`src/hw/rtl/tchvf_pkg.sv`:
```
// Shared types and constants for the TLS ClientHello version filter.
// No dependencies; imported by tls_client_hello_version_filter_core.
`default_nettype none

package tchvf_pkg;

   // Verdict codes carried in the result word.
   typedef enum logic [2:0] {
      VERDICT_OLD_VERSION    = 3'd0,
      VERDICT_VERSION_OK     = 3'd1,
      VERDICT_BAD_IP_LEN     = 3'd2,
      VERDICT_NOT_TCP        = 3'd3,
      VERDICT_BAD_TCP_LEN    = 3'd4,
      VERDICT_NOT_HANDSHAKE  = 3'd5,
      VERDICT_NOT_HELLO      = 3'd6,
      VERDICT_TRUNCATED      = 3'd7
   } verdict_type;

   // Protocol values that the filter looks for.
   localparam logic [7:0]  IP_PROTO_TCP        = 8'd6;
   localparam logic [7:0]  TLS_CT_HANDSHAKE    = 8'd22;
   localparam logic [7:0]  TLS_HS_CLIENT_HELLO = 8'd1;
   localparam logic [3:0]  MIN_HDR_WORDS       = 4'd5;
   localparam logic [15:0] MIN_VERSION_RESET   = 16'h0301;

   // Byte offsets from the start of the IPv4 header.
   localparam int IP_OFS_PROTOCOL = 9;
   localparam int IP_OFS_SRC      = 12;
   localparam int IP_OFS_DST      = 16;
   localparam int IP_OFS_END      = 20;
   localparam int TCP_OFS_DOFF    = 12;

   // Byte offsets from the start of the TCP payload.
   localparam int PAY_OFS_RECORD  = 0;
   localparam int PAY_OFS_HS_TYPE = 5;
   localparam int PAY_OFS_VER_HI  = 9;
   localparam int PAY_OFS_VER_LO  = 10;

   // Bits of the seen-bytes mask.
   localparam int SEEN_RECORD  = 0;
   localparam int SEEN_HS_TYPE = 1;
   localparam int SEEN_VER_HI  = 2;
   localparam int SEEN_VER_LO  = 3;

   localparam int RSP_DATA_BITS = 88;

endpackage

`default_nettype wire

```
`src/hw/rtl/tls_client_hello_version_filter_core.sv`:
```
// TLS ClientHello version filter, top level.
// Depends on tchvf_pkg for verdict codes and header offsets.
`default_nettype none

// The block takes an Ethernet frame one byte per word on the req_ stream and
// gives one result word on the rsp_ stream for each frame, after the word
// marked with req_tlast. It picks the IPv4 header length, protocol and both
// addresses, the TCP data offset, then the TLS record type, handshake type
// and ClientHello version from the TCP payload, and reports the frame when
// it is a handshake ClientHello whose version is strictly below the
// min_version register (written through csr_we/csr_wdata, reset 0x0301).
// The ethertype is not checked. The verdict code names the first check that
// failed, or truncation when the frame ended before the byte that check
// needed. The block takes one byte every clock cycle while its input is not
// stalled; a byte passes an input register and then the parsing and verdict
// logic, and the result word for a frame is loaded into an output register
// when the frame's last byte leaves the input register. The result sits in
// the output register, and while it waits the block keeps accepting
// bytes of the next frame until that frame's last byte reaches the input
// register; only then is the input stalled until the result is taken.
module tls_client_hello_version_filter_core #(
   parameter int LINK_HEADER_BYTES = 14,
   parameter int POSITION_BITS     = 16
) (
   input  wire                                clock,
   input  wire                                reset,
   // Frame bytes: [7:0] frame_byte.
   input  wire  [7:0]                         req_tdata,
   input  wire                                req_tlast,
   input  wire                                req_tvalid,
   output logic                               req_tready,
   // Result: [2:0] verdict, [3] report, [19:4] client_version,
   // [51:20] source_address, [83:52] destination_address, [87:84] zero.
   output logic [tchvf_pkg::RSP_DATA_BITS-1:0] rsp_tdata,
   output logic                               rsp_tvalid,
   input  wire                                rsp_tready,
   // Minimum accepted version register.
   input  wire                                csr_we,
   input  wire  [15:0]                        csr_wdata
);
   import tchvf_pkg::*;

   // Positions are compared one bit wider than the counter, which gives header
   // offsets headroom beyond the counter's range.
   localparam int CW = POSITION_BITS + 1;
   localparam logic [POSITION_BITS-1:0] POS_MAX = {POSITION_BITS{1'b1}};
   localparam logic [CW-1:0] IP_BASE = CW'(LINK_HEADER_BYTES);

   // Configuration register.
   logic [15:0] min_version_ff;

   always_ff @(posedge clock) begin
      if (reset) begin
         min_version_ff <= MIN_VERSION_RESET;
      end else if (csr_we) begin
         min_version_ff <= csr_wdata;
      end
   end

   // Input stage: byte, last flag and the byte's position in the frame.
   logic                     req_fire;
   logic                     s1_go;
   logic                     s1_vld_ff, s1_vld_in;
   logic [7:0]               s1_byte_ff;
   logic                     s1_last_ff;
   logic [POSITION_BITS-1:0] s1_pos_ff;
   logic [POSITION_BITS-1:0] pos_ff, pos_in;

   // The input stage moves on unless it holds a last byte whose result has
   // nowhere to go.
   assign s1_go      = s1_vld_ff && (!s1_last_ff || !rsp_tvalid || rsp_tready);
   assign req_tready = !s1_vld_ff || s1_go;
   assign req_fire   = req_tvalid && req_tready;

   always_comb begin
      s1_vld_in = s1_vld_ff;
      if (req_fire) begin
         s1_vld_in = 1'b1;
      end else if (s1_go) begin
         s1_vld_in = 1'b0;
      end
   end

   // The position counter saturates and restarts after each frame.
   always_comb begin
      pos_in = pos_ff;
      if (req_fire) begin
         if (req_tlast) begin
            pos_in = '0;
         end else if (pos_ff != POS_MAX) begin
            pos_in = pos_ff + 1'b1;
         end
      end
   end

   always_ff @(posedge clock) begin
      if (reset) begin
         s1_vld_ff <= 1'b0;
         pos_ff    <= '0;
      end else begin
         s1_vld_ff <= s1_vld_in;
         pos_ff    <= pos_in;
      end
   end

   always_ff @(posedge clock) begin
      if (req_fire) begin
         s1_byte_ff <= req_tdata;
         s1_last_ff <= req_tlast;
         s1_pos_ff  <= pos_ff;
      end
   end

   // Per-frame parse state.
   logic [3:0]  ihl_ff, ihl_in;
   logic [7:0]  proto_ff, proto_in;
   logic [3:0]  doff_ff, doff_in;
   logic [31:0] src_ff, src_in;
   logic [31:0] dst_ff, dst_in;
   logic [7:0]  record_ff, record_in;
   logic [7:0]  hs_kind_ff, hs_kind_in;
   logic [15:0] version_ff, version_in;
   logic [3:0]  seen_ff, seen_in;

   logic [CW-1:0] p;
   logic [3:0]    ihl_eff;
   logic [CW-1:0] tcp_pos;
   logic [CW-1:0] pay_pos;
   logic          past_ip_base;

   assign p            = {1'b0, s1_pos_ff};
   // The header length byte counts for the TCP offset at once.
   assign ihl_eff      = (p == IP_BASE) ? s1_byte_ff[3:0] : ihl_ff;
   assign tcp_pos      = IP_BASE + CW'({ihl_eff, 2'b00}) + CW'(TCP_OFS_DOFF);
   assign pay_pos      = IP_BASE + CW'({ihl_eff, 2'b00}) + CW'({doff_ff, 2'b00});
   assign past_ip_base = p > IP_BASE;

   always_comb begin
      ihl_in     = ihl_eff;
      proto_in   = proto_ff;
      doff_in    = doff_ff;
      src_in     = src_ff;
      dst_in     = dst_ff;
      record_in  = record_ff;
      hs_kind_in = hs_kind_ff;
      version_in = version_ff;
      seen_in    = seen_ff;

      // IPv4 header fields.
      if (p == IP_BASE + CW'(IP_OFS_PROTOCOL)) begin
         proto_in = s1_byte_ff;
      end else if (p >= IP_BASE + CW'(IP_OFS_SRC) && p < IP_BASE + CW'(IP_OFS_DST)) begin
         src_in = {src_ff[23:0], s1_byte_ff};
      end else if (p >= IP_BASE + CW'(IP_OFS_DST) && p < IP_BASE + CW'(IP_OFS_END)) begin
         dst_in = {dst_ff[23:0], s1_byte_ff};
      end

      // TCP data offset, then the TLS bytes of the payload.
      if (past_ip_base && p == tcp_pos) begin
         doff_in = s1_byte_ff[7:4];
      end else if (past_ip_base && p > tcp_pos) begin
         if (p == pay_pos + CW'(PAY_OFS_RECORD)) begin
            record_in             = s1_byte_ff;
            seen_in[SEEN_RECORD]  = 1'b1;
         end else if (p == pay_pos + CW'(PAY_OFS_HS_TYPE)) begin
            hs_kind_in            = s1_byte_ff;
            seen_in[SEEN_HS_TYPE] = 1'b1;
         end else if (p == pay_pos + CW'(PAY_OFS_VER_HI)) begin
            version_in[15:8]      = s1_byte_ff;
            seen_in[SEEN_VER_HI]  = 1'b1;
         end else if (p == pay_pos + CW'(PAY_OFS_VER_LO)) begin
            version_in[7:0]       = s1_byte_ff;
            seen_in[SEEN_VER_LO]  = 1'b1;
         end
      end
   end

   // Verdict on the state as it stands after the current byte. Each check
   // first asks whether the byte it needs has arrived.
   verdict_type verdict;

   always_comb begin
      if (p < IP_BASE) begin
         verdict = VERDICT_TRUNCATED;
      end else if (ihl_in < MIN_HDR_WORDS) begin
         verdict = VERDICT_BAD_IP_LEN;
      end else if (p < IP_BASE + CW'(IP_OFS_PROTOCOL)) begin
         verdict = VERDICT_TRUNCATED;
      end else if (proto_in != IP_PROTO_TCP) begin
         verdict = VERDICT_NOT_TCP;
      end else if (p < tcp_pos) begin
         verdict = VERDICT_TRUNCATED;
      end else if (doff_in < MIN_HDR_WORDS) begin
         verdict = VERDICT_BAD_TCP_LEN;
      end else if (!seen_in[SEEN_RECORD]) begin
         verdict = VERDICT_TRUNCATED;
      end else if (record_in != TLS_CT_HANDSHAKE) begin
         verdict = VERDICT_NOT_HANDSHAKE;
      end else if (!seen_in[SEEN_HS_TYPE]) begin
         verdict = VERDICT_TRUNCATED;
      end else if (hs_kind_in != TLS_HS_CLIENT_HELLO) begin
         verdict = VERDICT_NOT_HELLO;
      end else if (!(seen_in[SEEN_VER_HI] && seen_in[SEEN_VER_LO])) begin
         verdict = VERDICT_TRUNCATED;
      end else if (version_in < min_version_ff) begin
         verdict = VERDICT_OLD_VERSION;
      end else begin
         verdict = VERDICT_VERSION_OK;
      end
   end

   // Parse state advances with each byte and clears after the frame's last.
   always_ff @(posedge clock) begin
      if (reset || (s1_go && s1_last_ff)) begin
         ihl_ff     <= '0;
         proto_ff   <= '0;
         doff_ff    <= '0;
         src_ff     <= '0;
         dst_ff     <= '0;
         record_ff  <= '0;
         hs_kind_ff <= '0;
         version_ff <= '0;
         seen_ff    <= '0;
      end else if (s1_go) begin
         ihl_ff     <= ihl_in;
         proto_ff   <= proto_in;
         doff_ff    <= doff_in;
         src_ff     <= src_in;
         dst_ff     <= dst_in;
         record_ff  <= record_in;
         hs_kind_ff <= hs_kind_in;
         version_ff <= version_in;
         seen_ff    <= seen_in;
      end
   end

   // Result register.
   logic        rsp_load;
   logic        rsp_vld_ff, rsp_vld_in;
   verdict_type rsp_verdict_ff;
   logic        rsp_report_ff;
   logic [15:0] rsp_version_ff;
   logic [31:0] rsp_src_ff;
   logic [31:0] rsp_dst_ff;

   assign rsp_load = s1_go && s1_last_ff;

   always_comb begin
      rsp_vld_in = rsp_vld_ff;
      if (rsp_load) begin
         rsp_vld_in = 1'b1;
      end else if (rsp_tready) begin
         rsp_vld_in = 1'b0;
      end
   end

   always_ff @(posedge clock) begin
      if (reset) begin
         rsp_vld_ff <= 1'b0;
      end else begin
         rsp_vld_ff <= rsp_vld_in;
      end
   end

   always_ff @(posedge clock) begin
      if (rsp_load) begin
         rsp_verdict_ff <= verdict;
         rsp_report_ff  <= (verdict == VERDICT_OLD_VERSION);
         rsp_version_ff <= version_in;
         rsp_src_ff     <= src_in;
         rsp_dst_ff     <= dst_in;
      end
   end

   assign rsp_tvalid = rsp_vld_ff;
   assign rsp_tdata  = {4'b0000, rsp_dst_ff, rsp_src_ff, rsp_version_ff,
                        rsp_report_ff, rsp_verdict_ff};

   // After a frame's last byte is taken the position counter starts again.
   assert property (@(posedge clock) disable iff (reset)
      (req_fire && req_tlast) |=> (pos_ff == '0))
      else $error("position counter not restarted after last word");

   // A result only appears when a last byte left the input stage.
   assert property (@(posedge clock) disable iff (reset)
      $rose(rsp_vld_ff) |-> $past(s1_go && s1_last_ff))
      else $error("result word without a frame end");

   // Frame state is cleared once the last byte has been judged.
   assert property (@(posedge clock) disable iff (reset)
      (s1_go && s1_last_ff) |=> (seen_ff == '0 && ihl_ff == '0 && doff_ff == '0))
      else $error("parse state not cleared after frame end");

   // A reported frame really carries a version below the minimum.
   assert property (@(posedge clock) disable iff (reset)
      (rsp_vld_ff && rsp_report_ff) |-> (rsp_version_ff < min_version_ff))
      else $error("reported version not below minimum");

endmodule

`default_nettype wire

```
`config.mk`:
```
export PLATFORM = sky130hd
export DESIGN_NAME = tls_client_hello_version_filter_core
export DESIGN_NICKNAME = d
export VERILOG_FILES = /design/src/hw/rtl/tchvf_pkg.sv /design/src/hw/rtl/tls_client_hello_version_filter_core.sv
export SDC_FILE = /design/constraint.sdc
export NUM_CORES = 1
export LEC_CHECK = 0
export ABC_AREA = 0
export BUFFER_PORTS_ARGS = -buffer_cell sky130_fd_sc_hd__buf_2
export CORE_MARGIN = 2
export CORE_UTILIZATION = 53
export CTS_CLUSTER_DIAMETER = 120
export CTS_CLUSTER_SIZE = 40
export DETAILED_ROUTE_END_ITERATION = 7
export GPL_TIMING_DRIVEN = 0
export MAX_ROUTING_LAYER = met4
export PLACE_DENSITY_LB_ADDON = 0.25
export SETUP_SLACK_MARGIN = 0.4
export SLEW_MARGIN = 20
export SYNTH_ARGS = -nofsm -noshare
export SYNTH_HDL_FRONTEND = slang
export SYNTH_SLANG_ARGS = --single-unit
```
`constraint.sdc`:
```
create_clock -name clock -period 6.8 [get_ports clock]
set_input_delay 1.36 -clock clock [delete_from_list [all_inputs] [get_ports clock]]
set_output_delay 1.36 -clock clock [all_outputs]
set_load 0.03 [all_outputs]
```
### Word-level counts from Yosys, hierarchy flattened

Index checks and enable logic that the tools add are counted.

| storage, ports and cells | value |
|---|---|
| bits in registers | 259 |
| output and inout bits | 90 |
| word-level logic and storage cells | 120 |

| cells by class | value |
|---|---|
| $add $sub $neg | 7 |
| $lt $le $gt $ge | 12 |
| equal/unequal tests | 11 |
| muxes and demuxes | 49 |
| reductions and logical operators | 20 |

Operators by type and width:

| cell | count |
|---|---|
| 32-bit two-way mux | 5 |
| 16-bit two-way mux | 6 |
| 8-bit two-way mux | 11 |
| 16-bit by 9-bit equality test with 1-bit output | 3 |
| 3-bit two-way mux | 12 |
| 16-bit by 5-bit greater-or-equal comparator with 1-bit output, second input constant | 2 |
| 16-bit by 5-bit < comparator with 1-bit output, second input constant | 2 |
| 8-bit by 4-bit adder with 9-bit output, second input constant | 2 |
| 17-bit by 4-bit adder with 17-bit output, second input constant | 1 |
| 16-bit by 17-bit equality test with 1-bit output | 1 |
| 16-bit by 17-bit > comparator with 1-bit output | 1 |
| 16-bit by 17-bit < comparator with 1-bit output | 1 |
| 16-bit by 1-bit adder with 16-bit output, second input constant | 1 |
| 16-bit by 4-bit equality test with 1-bit output, second input constant | 1 |
| 16-bit by 5-bit equality test with 1-bit output, second input constant | 1 |
| 16-bit by 8-bit equality test with 1-bit output | 1 |
| 16-bit by 4-bit > comparator with 1-bit output, second input constant | 1 |
| 16-bit < comparator | 1 |
| 16-bit by 4-bit < comparator with 1-bit output, second input constant | 1 |
| 16-bit by 6-bit < comparator with 1-bit output, second input constant | 1 |
| 4-bit two-way mux | 4 |
| 16-bit inequality test, second input constant | 1 |
| 1-bit two-way mux | 10 |
| 8-bit by 3-bit adder with 9-bit output, second input constant | 1 |
| 13 further kinds | 28 |

### Longest topological paths before layout

| logic depth | value |
|---|---|
| depth after elaboration | 26 |
| depth in mapped cells | 29 |
| mapped depth without buffers | 28 |

### Worst setup path after synthesis

Ideal clock, no wire load.

| path | value |
|---|---|
| kind | reg2reg |
| from | reg s1_pos_ff[4] |
| to | reg rsp_verdict_ff[0] (data pin) |
| setup time | 0.261 ns |
| data arrival time | 6.407 ns |
| required time | 6.539 ns |
| setup slack | 0.132 ns |
| cell stages (with the launch flop) | 27 |
| period minus slack after synthesis | 6.668 ns |
| cell sequence | edfxtp_1 buf_6 nor3_1 nand3_1 nor2_2 mux2i_1 ha_1 xor2_1 ha_1 and3_1 or3_4 a22o_1 o221ai_2 a32oi_1 nor2_2 mux2_2 ha_1 a21o_1 a21o_1 a21o_1 a21o_1 a21o_1 a21o_1 a21oi_1 o221a_2 a211oi_2 o32a_1 |

RTL lines:

| what | RTL line | source |
|---|---|---|
| from (decl) | tls_client_hello_version_filter_core.sv:66 | `logic [POSITION_BITS-1:0] s1_pos_ff;` |
| from (signal assigned) | tls_client_hello_version_filter_core.sv:110 | `s1_pos_ff <= pos_ff;` |
| 16-bit by 4-bit equality test with 1-bit output | tls_client_hello_version_filter_core.sv:133 | `assign ihl_eff = (p == IP_BASE) ? s1_byte_ff[3:0] : ihl_ff;` |
| 4-bit two-way mux | tls_client_hello_version_filter_core.sv:133 |  |
| 4-bit by 6-bit adder with 7-bit output | tls_client_hello_version_filter_core.sv:134, tls_client_hello_version_filter_core.sv:135 |  |
| 7-bit by 6-bit adder with 8-bit output | tls_client_hello_version_filter_core.sv:135 | `assign pay_pos = IP_BASE + CW'({ihl_eff, 2'b00}) + CW'({doff_ff, 2'b00});` |
| 8-bit by 4-bit adder with 9-bit output | tls_client_hello_version_filter_core.sv:168 | `end else if (p == pay_pos + CW'(PAY_OFS_VER_HI)) begin` |
| 16-bit by 9-bit equality test with 1-bit output | tls_client_hello_version_filter_core.sv:168 |  |
| 8-bit two-way mux | tls_client_hello_version_filter_core.sv:168 |  |
| 16-bit two-way mux | tls_client_hello_version_filter_core.sv:165 | `end else if (p == pay_pos + CW'(PAY_OFS_HS_TYPE)) begin` |
| [... 3 more ...] | -- |  |
| via version_in[9] | tls_client_hello_version_filter_core.sv:122 | `logic [15:0] version_ff, version_in;` |
| [... 6 more ...] | -- |  |
| 3-bit two-way mux (*) | tls_client_hello_version_filter_core.sv:195 | `end else if (!seen_in[SEEN_RECORD]) begin` |
| 3-bit two-way mux (*) | tls_client_hello_version_filter_core.sv:193 | `end else if (doff_in < MIN_HDR_WORDS) begin` |
| 3-bit two-way mux (*) | tls_client_hello_version_filter_core.sv:191 | `end else if (p < tcp_pos) begin` |
| 3-bit two-way mux (*) | tls_client_hello_version_filter_core.sv:189 | `end else if (proto_in != IP_PROTO_TCP) begin` |
| 3-bit two-way mux (*) | tls_client_hello_version_filter_core.sv:187 | `end else if (p < IP_BASE + CW'(IP_OFS_PROTOCOL)) begin` |
| 3-bit two-way mux (*) | tls_client_hello_version_filter_core.sv:185 | `end else if (ihl_in < MIN_HDR_WORDS) begin` |
| 3-bit two-way mux (*) | tls_client_hello_version_filter_core.sv:183 | `if (p < IP_BASE) begin` |
| via verdict[0] | tls_client_hello_version_filter_core.sv:180 | `verdict_type verdict;` |
| to (signal assigned) | tls_client_hello_version_filter_core.sv:267 | `rsp_verdict_ff <= verdict;` |
| to (decl) | tls_client_hello_version_filter_core.sv:240 | `verdict_type rsp_verdict_ff;` |

Mark *: on every way through the listed nets, which the timed path passes. The rest lies on a longest branch.
A chain may end at the register's enable or synchronous reset.

### Worst setup path in the final report

| path | value |
|---|---|
| from | reg s1_pos_ff[0] |
| to | reg rsp_verdict_ff[0] (data pin) |

Same word-level chain as after synthesis.

==> results.sh <==
export IMPL_rsz0062_at_grt="true"
export IMPL_hold_viol=0
export IMPL_clock_skew_ps=28.3
export IMPL_path_delay_family="compound AO/OA/AOI/OAI gates"
export IMPL_cp_max_fo=5
export IMPL_ys_warn_count=0
export IMPL_ys_flop_type="dfxtp_1"
export IMPL_synth_seq_cells=259
export IMPL_p_sw_uw=663
export IMPL_numCtsBuffers=10
export IMPL_place_ws_ps=-722
export IMPL_place_inst=1486
export IMPL_critPathRequiredTime_ps=7050
export IMPL_firstDrtPassIters=5
export IMPL_htree_levels=1
export IMPL_critPathLaunch="s1_pos_ff[0]"
export IMPL_period_share=0.962
export IMPL_drive_gt1_frac=0.281
export IMPL_p_comb_frac=0.105
export IMPL_hpwl_um=18400
export IMPL_slew_viol_final=0
export IMPL_finalNonFillerCells=1558
export IMPL_synth_distinct_cells=83
export IMPL_dieHeight_um=153
export IMPL_antenna_found_initial=0
export IMPL_worst_slack_ps=260
export IMPL_start_util=0.540
export IMPL_wl_per_cell_um=17.1
export IMPL_rows=54
export IMPL_p_int_mw=2.05
export IMPL_coreArea_sq_um=21800
export IMPL_peakVddDrop_mv=0.177
export IMPL_crit_path_max_incr_delay_ps=510
export IMPL_cts_sinks=259
export IMPL_cts_tree="done"
export IMPL_synth_area_sq_um=11700
export IMPL_avgSynthCellArea_sq_um=10.8
export IMPL_vias=8562
export IMPL_finalCriticalPeriod_ps=6540
export IMPL_dieArea_sq_um=23400
export IMPL_drc_errors=0
export IMPL_holdBufCountCts=0
export IMPL_clock_path_buffers=3
export IMPL_crit_buf_inv=4
export IMPL_cts_root_buf="clkbuf_16"
export IMPL_cp_depth=31
export IMPL_total_power_mw=2.72
export IMPL_min_from="dst_ff[31]"
export IMPL_status="complete, no violations"
export IMPL_r2r_cells=31
export IMPL_drv_cap=0
export IMPL_dieWidth_um=153
export IMPL_ant_nets=0
export IMPL_grt_pass1_vias=8174
export IMPL_worst_hold_path_type="flip-flop to flip-flop"
export IMPL_grt_first_pass_wirelength_um=42700
export IMPL_diodes=0
export IMPL_wl_um=26700
export IMPL_via_per_inst=5.50
export IMPL_grt_usage=0.230
export IMPL_critPathArrivalTime_ps=6790
export IMPL_powerDensity_nw_per_um2=195
export IMPL_slew_headroom=0.389
export IMPL_drtIter0Drc=541
export IMPL_boundaryPins=120
export IMPL_critPathCaptureType="flip-flop"
export IMPL_holdPathStages=2
export IMPL_num_fill_cells=1766
export IMPL_asyncSetResetFlopFracSynth=0
export IMPL_grt_max_degree=46
export IMPL_r2r_start="s1_pos_ff[0]"
export IMPL_portBuffers=114
export IMPL_clk_latency_ps=510
export IMPL_nNetsFinal=1339
export IMPL_worstSetupPathType="flip-flop to flip-flop"
export IMPL_p_leak_nw=5.41
export IMPL_clkPwrFrac=0.286
export IMPL_p_seq_frac=0.609
export IMPL_p_sw_frac=0.244
export IMPL_fmax_mhz=153
export IMPL_yosysSeqAreaShare=0.535
export IMPL_netlist_instances=1087
export IMPL_synth_edff_count=109
export IMPL_setup_violations=0
export IMPL_cp_start_kind="flip-flop"
export IMPL_clkTransAtPathRegs_ps=140
export IMPL_cpMostUsedCell="a21o_1"
export IMPL_worst_slew_pin_slew_ps=917
export IMPL_syn_to_final_growth_pct=18.6
export IMPL_place_gp_congestion=0.901
export IMPL_cp_slowest_cell="edfxtp_1"
export IMPL_overflow=0
## routing by layer
metal / GRT usage / up-vias / routed length [um]
met2: 0.365 / 222 / 12600
met1: 0.312 / 4110 / 12100
met5: - / - / 0
met3: 0.0346 / 43 / 1340
li1: - / 4187 / -
met4: 0.0604 / 0 / 587
## worst reg2reg max path, delay by kind of cell (launching register included)
family	cells	cell delay, ps
multiplexers	2	610
AO/OA/AOI/OAI	14	2650
AND/OR/NAND/NOR	6	940
XOR/XNOR	2	410
adder cells (fa/ha/maj)	3	610
buffers and inverters	4	560
flip-flops	1	510
## placed cells by master (no fill, tap or decap), types with 10 or more instances in the layout
master / synthesis / routed
a21oi_1: 85 / 81
buf_2: 2 / 116
buf_4: 8 / 56
buf_6: 5 / 11
clkbuf_1: 43 / 46
clkbuf_16: 0 / 11
dfxtp_1: 150 / 150
edfxtp_1: 109 / 109
ha_1: 34 / 26
inv_1: 23 / 22
mux2_2: 78 / 74
mux2i_1: 61 / 57
nand2_1: 158 / 158
nand3_1: 11 / 10
nand4_1: 13 / 13
nor2_1: 101 / 100
o21ai_0: 17 / 13
xor2_1: 19 / 16
## cell families (layout without fill, tap and decap cells)
logic type	count (synthesis)	in the layout	synth area share
AOI/OAI and AO/OA	159	159	0.0868
xor gates and xnor gates	31	31	0.0258
adders and majority gates	35	35	0.0379
buffers and inverters	85	273	0.0331
DFF	259	259	0.535
muxes	141	141	0.130
other	2	5	0.000640
and+or+nand+nor	375	375	0.151
## Yosys cell counts (3+ instances only)
library cell,count,share of area
a211o_1,3,0.0022
a211oi_1,8,0.0051
a211oi_2,3,0.0032
a21o_1,9,0.0058
a21oi_1,85,0.036
a31oi_1,4,0.0021
and2_1,5,0.0027
and3_1,8,0.0043
buf_1,4,0.0013
buf_4,8,0.0051
buf_6,5,0.0048
clkbuf_1,43,0.014
dfxtp_1,150,0.26
edfxtp_1,109,0.28
ha_1,34,0.036
inv_1,23,0.0074
mux2_2,78,0.075
mux2i_1,61,0.052
nand2_1,158,0.051
nand2_2,3,0.0016
nand2b_1,4,0.0021
nand3_1,11,0.0047
nand3b_1,5,0.0032
nand4_1,13,0.0069
nand4b_1,5,0.0037
nor2_1,101,0.032
nor2_2,3,0.0016
nor2b_1,3,0.0016
nor3_1,11,0.0047
nor4_1,7,0.0037
nor4b_1,4,0.0030
o211ai_1,5,0.0032
o21ai_0,17,0.0072
or2_2,6,0.0032
or3_1,7,0.0037
xnor2_1,10,0.0075
xor2_1,19,0.014
## state kept, by name, indices dropped and copies added (netlist names), 3 cells and up
register / cells
seen_ff: 4
proto_ff: 8
rsp_src_ff: 32
rsp_version_ff: 16
rsp_dst_ff: 32
src_ff: 32
doff_ff: 4
hs_kind_ff: 8
dst_ff: 32
pos_ff: 16
version_ff: 16
ihl_ff: 4
record_ff: 8
rsp_verdict_ff: 3
s1_byte_ff: 8
s1_pos_ff: 16
min_version_ff: 16
## area by class of cell
| class | count | area [sq um] | area share |
|---|---|---|---|
| plain buffers | 62 | 303 | 0.0217 |
| clock buffers | 14 | 287 | 0.0206 |
| clock inverters | 2 | 27.5 | 0.00198 |
| inverters | 23 | 88.8 | 0.00638 |
| multi-input cells | 746 | 5510 | 0.395 |
| flip-flops and latches | 259 | 6280 | 0.451 |
| well taps | 280 | 350 | 0.0252 |
| repair buffers | 172 | 1090 | 0.0780 |
## per-stage QoR
step	cell area (sq um)	TNS, ps	util	hold slack, ps
2_1_floorplan	11800	0	-	431
3_3_place_gp	12700	-1200	0.585	438
3_5_place_dp	12800	-1300	0.588	444
4_1_cts	13700	0	0.631	463
5_1_grt	13900	0	0.640	476
6_report	13900	0	0.640	462
## power by group through the flow
stage | clock network (mW) | logic (mW) | registers [mW]
floorplan | 0 | 0.138 | 1.71
global placement | 0 | 0.226 | 1.69
detailed placement | 0 | 0.233 | 1.69
CTS | 0.795 | 0.268 | 1.66
global route | 0.841 | 0.307 | 1.66
finish | 0.777 | 0.284 | 1.66
## final timing paths
kind | end | slack [ps]
max reg2reg | rsp_verdict_ff[0] | 260
max | rsp_verdict_ff[0] | 260
min reg2reg | dst_ff[31] | 460
min | dst_ff[31] | 460
## repair_timing
item | CTS | global route
pin swaps | 40 | 16
setup buffers | 38 | 18
gates resized for setup | 58 | 9
endpoints found under the setup margin | 2 | 2
hold endpoints to repair | 0 | 0
No activity file was read; power rests on OpenSTA's default activity.
